[src/hw/rtl/rtc_pkg.sv]
package rtc_pkg;

   localparam int RateEntriesDefault = 64;
   localparam logic [63:0] Scale1e8 = 64'd100000000;
   localparam logic [62:0] Max63 = {63{1'b1}};

   localparam logic [2:0] ST_DIRECT   = 3'd0;
   localparam logic [2:0] ST_INVERSE  = 3'd1;
   localparam logic [2:0] ST_BRIDGE   = 3'd2;
   localparam logic [2:0] ST_NOTFOUND = 3'd3;
   localparam logic [2:0] ST_BAD      = 3'd4;
   localparam logic [2:0] ST_OVERFLOW = 3'd5;
   localparam logic [2:0] ST_WRITTEN  = 3'd6;

   localparam logic REQ_WRITE = 1'b0;
   localparam logic REQ_QUERY = 1'b1;

   localparam logic CSR_RATE_COUNT = 1'b0;
   localparam logic CSR_BRIDGE     = 1'b1;

   typedef struct packed {
      logic        req_type;
      logic [63:0] amount;
      logic [7:0]  from_currency;
      logic [7:0]  to_currency;
      logic [5:0]  entry_slot;
      logic [7:0]  entry_base;
      logic [7:0]  entry_quote;
      logic [63:0] entry_rate;
   } req_type_type;

   typedef struct packed {
      logic [62:0] converted_amount;
      logic [2:0]  status;
   } rsp_type;

   // handshake between sequencer and muldiv unit
   typedef struct packed {
      logic start;
   } md_ctl_type;

   typedef struct packed {
      logic done;
      logic ovf;
   } md_sts_type;

endpackage

[src/hw/rtl/rtc_muldiv.sv]
// (x*y)/d: one 64x64 product built from four 32x32 partial products,
// then a bit-serial restoring division of the 128-bit product.
module rtc_muldiv
   import rtc_pkg::*;
(
   input  logic        clock,
   input  logic        reset,
   input  md_ctl_type  ctl,
   input  logic [63:0] x,
   input  logic [63:0] y,
   input  logic [63:0] d,
   output md_sts_type  sts,
   output logic [63:0] q
);

   typedef enum logic [3:0] {
      MD_IDLE = 4'b0001,
      MD_MUL  = 4'b0010,
      MD_DIV  = 4'b0100,
      MD_DONE = 4'b1000
   } md_state_type;

   md_state_type state_ff, state_in;
   logic [1:0]   mstep_ff, mstep_in;
   logic [6:0]   dstep_ff, dstep_in;
   logic [127:0] prod_ff, prod_in;
   logic [63:0]  rem_ff, rem_in;
   logic [63:0]  quo_ff, quo_in;
   logic         ovf_ff, ovf_in;
   logic [31:0]  ma, mb;
   logic [63:0]  pp;
   logic [127:0] pp_sh;
   logic [64:0]  rshift;
   logic [64:0]  rdiff;

   always_comb begin
      unique case (mstep_ff)
         2'd0: begin ma = x[31:0];  mb = y[31:0];  pp_sh = 128'(pp); end
         2'd1: begin ma = x[31:0];  mb = y[63:32]; pp_sh = 128'(pp) << 32; end
         2'd2: begin ma = x[63:32]; mb = y[31:0];  pp_sh = 128'(pp) << 32; end
         default: begin ma = x[63:32]; mb = y[63:32]; pp_sh = 128'(pp) << 64; end
      endcase
   end
   assign pp = 64'(ma) * 64'(mb);

   assign rshift = {rem_ff, prod_ff[127]};
   assign rdiff  = rshift - {1'b0, d};

   always_comb begin
      state_in = state_ff;
      mstep_in = mstep_ff;
      dstep_in = dstep_ff;
      prod_in  = prod_ff;
      rem_in   = rem_ff;
      quo_in   = quo_ff;
      ovf_in   = ovf_ff;
      unique case (state_ff)
         MD_IDLE: begin
            if (ctl.start) begin
               state_in = MD_MUL;
               mstep_in = 2'd0;
               prod_in  = '0;
               ovf_in   = 1'b0;
            end
         end
         MD_MUL: begin
            prod_in  = prod_ff + pp_sh;
            mstep_in = mstep_ff + 2'd1;
            if (mstep_ff == 2'd3) begin
               rem_in   = '0;
               quo_in   = '0;
               dstep_in = '0;
               if (d == '0) begin
                  state_in = MD_DONE;
               end else if (prod_in[127:64] >= d) begin
                  quo_in   = '1;
                  ovf_in   = 1'b1;
                  state_in = MD_DONE;
               end else begin
                  state_in = MD_DIV;
               end
            end
         end
         MD_DIV: begin
            prod_in = prod_ff << 1;
            if (!rdiff[64]) begin
               rem_in = rdiff[63:0];
               quo_in = {quo_ff[62:0], 1'b1};
            end else begin
               rem_in = rshift[63:0];
               quo_in = {quo_ff[62:0], 1'b0};
            end
            dstep_in = dstep_ff + 7'd1;
            if (dstep_ff == 7'd127) begin
               state_in = MD_DONE;
            end
         end
         default: state_in = MD_IDLE;
      endcase
   end

   always_ff @(posedge clock) begin
      if (reset) begin
         state_ff <= MD_IDLE;
         mstep_ff <= '0;
      end else begin
         state_ff <= state_in;
         mstep_ff <= mstep_in;
      end
      dstep_ff <= dstep_in;
      prod_ff  <= prod_in;
      rem_ff   <= rem_in;
      quo_ff   <= quo_in;
      ovf_ff   <= ovf_in;
   end

   assign sts.done = (state_ff == MD_DONE);
   assign sts.ovf  = ovf_ff;
   assign q        = quo_ff;

   a_start_idle: assert property (@(posedge clock) disable iff (reset)
      ctl.start |-> state_ff == MD_IDLE) else $error("muldiv start while busy");
   a_done_pulse: assert property (@(posedge clock) disable iff (reset)
      sts.done |=> !sts.done) else $error("done longer than one cycle");
   a_ovf_sat: assert property (@(posedge clock) disable iff (reset)
      (sts.done && sts.ovf) |-> q == '1) else $error("overflow not saturated");

endmodule

[config.mk]
export PLATFORM = sky130hd
export DESIGN_NAME = rtc_muldiv
export DESIGN_NICKNAME = d
export VERILOG_FILES = /design/src/hw/rtl/rtc_pkg.sv /design/src/hw/rtl/rtc_muldiv.sv
export SDC_FILE = /design/constraint.sdc
export NUM_CORES = 2
export LEC_CHECK = 0
export BUFFER_PORTS_ARGS = -buffer_cell sky130_fd_sc_hd__buf_2
export CAP_MARGIN = 0
export CELL_PAD_IN_SITES_DETAIL_PLACEMENT = 1
export CELL_PAD_IN_SITES_GLOBAL_PLACEMENT = 1
export CORE_MARGIN = 2
export CORE_UTILIZATION = 40
export CTS_BUF_LIST = sky130_fd_sc_hd__clkbuf_8
export CTS_CLUSTER_DIAMETER = 100
export CTS_CLUSTER_SIZE = 30
export DETAILED_ROUTE_END_ITERATION = 8
export PLACE_DENSITY = 0.66
export SYNTH_ARGS = -nofsm -noshare
export SYNTH_HDL_FRONTEND = slang
export SYNTH_SLANG_ARGS = --single-unit
[constraint.sdc]
create_clock -name clock -period 16.8 [get_ports clock]
set_clock_uncertainty 0.1 [all_clocks]
set_input_delay 1.68 -clock clock [delete_from_list [all_inputs] [get_ports clock]]
set_output_delay 1.68 -clock clock [all_outputs]
set_load 0.1 [all_outputs]
Word level (Yosys, flattened, before mapping). Index checks and enable logic that the tools add are counted.

Eq/ne operators: 13. Reductions and logical operators: 13. Multiply operators: 1. Add/sub/neg operators: 4. Mux-type cells: 28. Order comparisons: 1.

Operators by type and width (count): one-hot mux 128 bit (3 select lines) (1); two-way mux 64 bit (5); one-hot mux 128 bit (2 select lines) (1); one-hot mux 64 bit (2 select lines) (2); adder 128 bit (1); two-way mux 128 bit (1); subtractor 65 x 64 -> 65 bit (1); >= comparator 64 bit (1); logical NOT 64 bit (1); multiplier 32 x 32 -> 64 bit (1); two-way mux 32 bit (2); two-way mux 4 bit (5); one-hot mux 7 bit (2 select lines) (1); one-hot mux 4 bit (3 select lines) (1); inequality test 2 bit, second input constant (5); adder 7 x 1 -> 7 bit, second input constant (1); == test 7 bit, second input constant (1); two-way mux 7 bit (1); AND reduction 2 bit (3); OR reduction 2 bit (3); two-way mux 1 bit (5); AND reduction 5 bit (1); == test 2 bit, second input constant (2); == test 4 x 1 -> 1 bit, second input constant (1); 12 further kinds (13).

Flip-flop bits (word level): 270. Logic and storage cells: 67. Output and inout bits: 66.

Longest topological paths before layout.
Depth in word-level cells: 11. Depth in mapped cells: 63. Gate-level depth less buffers: 56.

Worst setup path after synthesis. No wires, ideal clock.

Path kind: reg-to-reg. Start point: reg mstep_ff[0]. End point: reg quo_ff[10], in the netlist q[10] (data pin). Slack: 2000 ps. Cell stages (with the launch flop): 60. Path buffers: 7. Arrival: 14445 ps. Library setup time: 255 ps. Required time: 16445 ps. Cells stage by stage: dfxtp_1 -> inv_1 -> ha_1 -> clkbuf_1 -> nor2_1 -> clkbuf_1 -> clkbuf_1 -> mux2i_1 -> clkbuf_1 -> nor2_1 -> fa_1 -> inv_1 -> fa_1 -> fa_1 -> fa_1 -> inv_1 -> fa_1 -> fa_1 -> [... 24 more ...] -> nor3_1 -> o21a_1 -> o21a_1 -> o221ai_1 -> xor2_1 -> ha_1 -> a21o_1 -> a21o_1 -> a21oi_1 -> o21ai_0 -> a2111oi_0 -> o41ai_1 -> a2111oi_0 -> o31ai_1 -> a221oi_1 -> nor3_1 -> clkbuf_1 -> a21o_1.

Longest elaborated chain between the ends: 11. Elaborated cells on any way between the ends: 16. Those cells by class: add/sub (1); mul (1); order compare (1); eq/ne (2); mux (7); reduce/logical (4).

Ends and longest elaborated chain: start, declared (RTL line rtc_muldiv.sv:24) `logic [1:0] mstep_ff, mstep_in;`; start signal, assigned (RTL line rtc_muldiv.sv:108) `mstep_ff <= mstep_in;`; == test 2 x 1 -> 1 bit (tied with other cells) (RTL line rtc_muldiv.sv:37) `unique case (mstep_ff)`; OR reduction 2 bit (no line); two-way mux 32 bit (RTL line rtc_muldiv.sv:37); multiplier 32 x 32 -> 64 bit (RTL line rtc_muldiv.sv:44) `assign pp = 64'(ma) * 64'(mb);`; one-hot mux 128 bit (2 select lines) * (RTL line rtc_muldiv.sv:37); adder 128 bit * (RTL line rtc_muldiv.sv:67) `prod_in = prod_ff + pp_sh;`; >= comparator 64 bit * (RTL line rtc_muldiv.sv:75) `end else if (prod_in[127:64] >= d) begin`; two-way mux 64 bit * (RTL line rtc_muldiv.sv:75); two-way mux 64 bit * (RTL line rtc_muldiv.sv:73) `if (d == '0) begin`; two-way mux 64 bit * (RTL line rtc_muldiv.sv:69) `if (mstep_ff == 2'd3) begin`; one-hot mux 64 bit (2 select lines) * (RTL line rtc_muldiv.sv:57) `unique case (state_ff)`; via quo_in[10] (RTL line rtc_muldiv.sv:28) `logic [63:0] quo_ff, quo_in;`; end signal, assigned (RTL line rtc_muldiv.sv:113) `quo_ff <= quo_in;`; end, declared (RTL line rtc_muldiv.sv:28).

Mark *: on every way through the listed nets, which the timed path passes. The rest lies on a longest branch. The select of a mux whose other input is x is not followed. A chain may end at the register's enable or synchronous reset.

Worst setup path in the final report.
Start point: reg mstep_ff[0]. End point: reg quo_ff[1], in the netlist q[1] (data pin).

The elaborated chain is that of the path after synthesis.

==> results.tsv <==
stage	metric	value	unit
grt	antenna violations before repair	12	
yosys	EDFF count, synth	264	
clock_tree	CTS tree	done	
floorplan	IO Pins	261	
floorplan	die height	387	microns
outcome	status	finished, final reports clean	
setup_path	CP max stage delay	0.67	ns
setup_path	CP Launch Type	flip-flop	
cells_and_area	FILL cells	17300	
yosys	syn_area_per_cell	8.52	sq um
sta	count of final setup violators	0	
routing	WL/cell	25.7	microns
setup_path	Setup Crit Path Kind	flip-flop to flip-flop	
grt	GR Util All Layers	0.300	
placed_design	DP Wirelength	189000	microns
floorplan	DIE WIDTH	387	microns
grt	gr busiest metal	met2	
sta	slew at the pin with the worst max-slew slack	1.17	ns
cells_and_area	final net count	8589	
grt	M2 GR Usage	0.486	
min_path	HP Start	prod_ff[63]$_DFFE_PP_	
cells_and_area	non-filler cells, final	8910	
yosys	Post-synth ARST share	0	
yosys	Seq/Total Area, Yosys	0.137	
yosys	top-count cell post-synth	inv_1	
sta	Slew Limit Headroom	0.210	
cells_and_area	Area Overhead vs Synth	7.88	%
clock_tree	clk buf depth	3	
setup_path	crit end category	flip-flop	
flow_run	max-cap violation count	0	
placed_design	Placed Cells	8850	
setup_path	CP arrival	16.60	ns
grt	number of global-route vias before repair	54900	
grt	GR Util met1	0.414	
routing	DR iter-0 viols	3582	
setup_path	Critical Path Source	mstep_ff[0]$_SDFFE_PP0P_	
clock_tree	H-tree levels	1	
grt	first-pass GRT wire length	345000	microns
floorplan	Starting Density	0.403	
clock_tree	worst-skew pair later-pin latency	0.76	ns
yosys	Synth Flop Type	edfxtp_1	
yosys	Synth Cell Area	0.0588	sq mm
sta	final hold violation count	0	
floorplan	Die ar.	0.150	sq mm
routing	Antenna Nets Post-Route	0	
sta	timing-limited maximum frequency	61.8	MHz
setup_path	Crit-path slowest cell	fa_1	
floorplan	CORE AREA	0.146	sq mm
yosys	synth top area cells	fa_1 31%, edfxtp_1 13%, ha_1 11%	
placed_design	I/O Buffers	260	
clock_tree	root cell of the clock tree	clkbuf_8	
grt	largest net degree at the start of global routing	86	
min_path	HP Class	flip-flop to flip-flop	
routing	vias per inst	5.75	
clock_tree	CTS Buf Count	22	
yosys	most frequent cells after synthesis	1027 x inv_1, 984 x nand2_1, 898 x fa_1	
sta	Final Critical Period	16.18	ns
sta	Hold Slack	0.410	ns
yosys	Yosys top cell area share	0.306	
clock_tree	clk slew on worst S/H paths	0.14	ns
yosys	Synthesized Nets	8514	
floorplan	num rows	140	
sta	Slew Limit Fails	0	
placed_design	GPL Wtd Cong	0.970	
clock_tree	Clock Sink Count	270	
sta	Final period util	0.963	
setup_path	CP most frequent cell	fa_1	
yosys	Yosys cell types	78	
setup_path	Crit path required time	17.22	ns
setup_path	Max Fanout on Critical Path	64	
grt	grt ovf	0	
yosys	Post-Syn Instances	6898	
yosys	flops & latches, synth	270	
setup_path	R2R Path Start	mstep_ff[0]$_SDFFE_PP0P_	
routing	Post-route DRC	0	
cells_and_area	share of layout cells above drive strength 1	0.0870	
routing	final WL	229000	microns
routing	drt pass-1 iters	5	
yosys	Synth area leader	fa_1	
yosys	YS warnings	0	
routing	via count	51300	
clock_tree	# hold bufs at CTS	0	
grt	met3 global-route usage	0.0446	
-- kinds of logic (layout without fill, tap and decap cells) --
logic type,count (synthesis),in the layout,share of synthesized area
muxes,130,132,0.0235
and+or+nand+nor,2118,2118,0.154
other,0,4,0
buffers and inverters,1385,1474,0.0887
adders and majority gates,1421,1421,0.417
AOI/OAI and AO/OA,1321,1321,0.142
DFF,270,270,0.137
xor gates and xnor gates,253,253,0.0378
-- worst paths after layout --
check,cells past startpoint,end,slack [ns]
min reg2reg,2,prod_ff[64]$_DFFE_PP_,0.41
max,57,q[1]$_DFFE_PP_,0.62
min,2,prod_ff[64]$_DFFE_PP_,0.41
max reg2reg,57,q[1]$_DFFE_PP_,0.62
-- sequential cells by signal, indices dropped and copies added, names as in the netlist --
register	cells
mstep_ff	2
rem_ff	64
q	64
dstep_ff	7
ovf_ff	1
prod_ff	128
state_ff	4
-- routing by layer --
layer / up-vias / wire length (microns)
li1: 22700 / -
met1: 26700 / 99700
met2: 1572 / 106000
met5: - / 107
met4: 16 / 8850
met3: 345 / 15000
-- worst max-delay path: cells and delay by family (launching register included) --
family          cells  cell delay [ns]
flops               1             0.42
simple gates        9             1.45
mux                 1             0.43
xor+xnor            2             0.46
fa+ha+maj          12             5.71
buf+inv             8             1.56
compound gates     25             5.79
-- per-stage QoR --
step	worst slack [ns]	util	cell area (sq um)	TNS (ns)
after floorplan	2.00	-	58800	0
after global placement	-0.881	0.428	62400	-57.84
after detailed placement	-1.18	0.428	62400	-76.80
after CTS	0.00589	0.433	63100	0
after global routing	-0.117	0.435	63400	-6.26
final	0.620	0.435	63400	0
-- final cells by class --
| class | instances | area, sq um | share of cell area |
|---|---|---|---|
| flip-flops and latches | 270 | 8050 | 0.127 |
| inverters | 1027 | 3850 | 0.0608 |
| repair buffers | 407 | 2500 | 0.0395 |
| clock inverters | 18 | 320 | 0.00505 |
| multi-input cells | 5245 | 46000 | 0.725 |
| well taps | 1917 | 2400 | 0.0378 |
| clock buffers | 22 | 303 | 0.00478 |
| diodes | 4 | 10.0 | 0.000158 |
-- cells in the final DEF (no fill, tap or decap), drive strengths merged, types with 8 or more instances in the layout --
cell type,Yosys,routed
a221oi,12,12
nand2,984,984
nand3,58,58
and3,24,24
o211ai,10,10
nand2b,39,39
nor4,30,30
xor2,113,113
or4,8,8
nor2,686,686
a22o,82,82
o31ai,22,22
buf,17,405
inv,1027,1034
nor3,45,45
o21a,37,37
a211oi,32,32
clkbuf,341,24
fa,898,898
and2,53,53
or3,15,15
nand4,107,107
a31o,8,8
or2,14,14
mux2i,66,66
a31oi,42,42
mux2,64,66
a21oi,407,407
edfxtp,264,264
ha,523,523
and4,17,17
o21bai,53,53
a21o,228,228
xnor2,140,140
o21ai,299,299
a2111oi,12,12
a21boi,14,14
nor2b,27,27
-- what timing repair did --
action / CTS / global route
setup buffers: 0 / 11
pin swaps: 0 / 4
endpoints found under the setup margin: 67 / 67
gates cloned: 0 / 5
resized for setup: 16 / 29
Power is not shown: default switching activity piles up to over one toggle a cycle in this logic, so the estimate is an artifact.
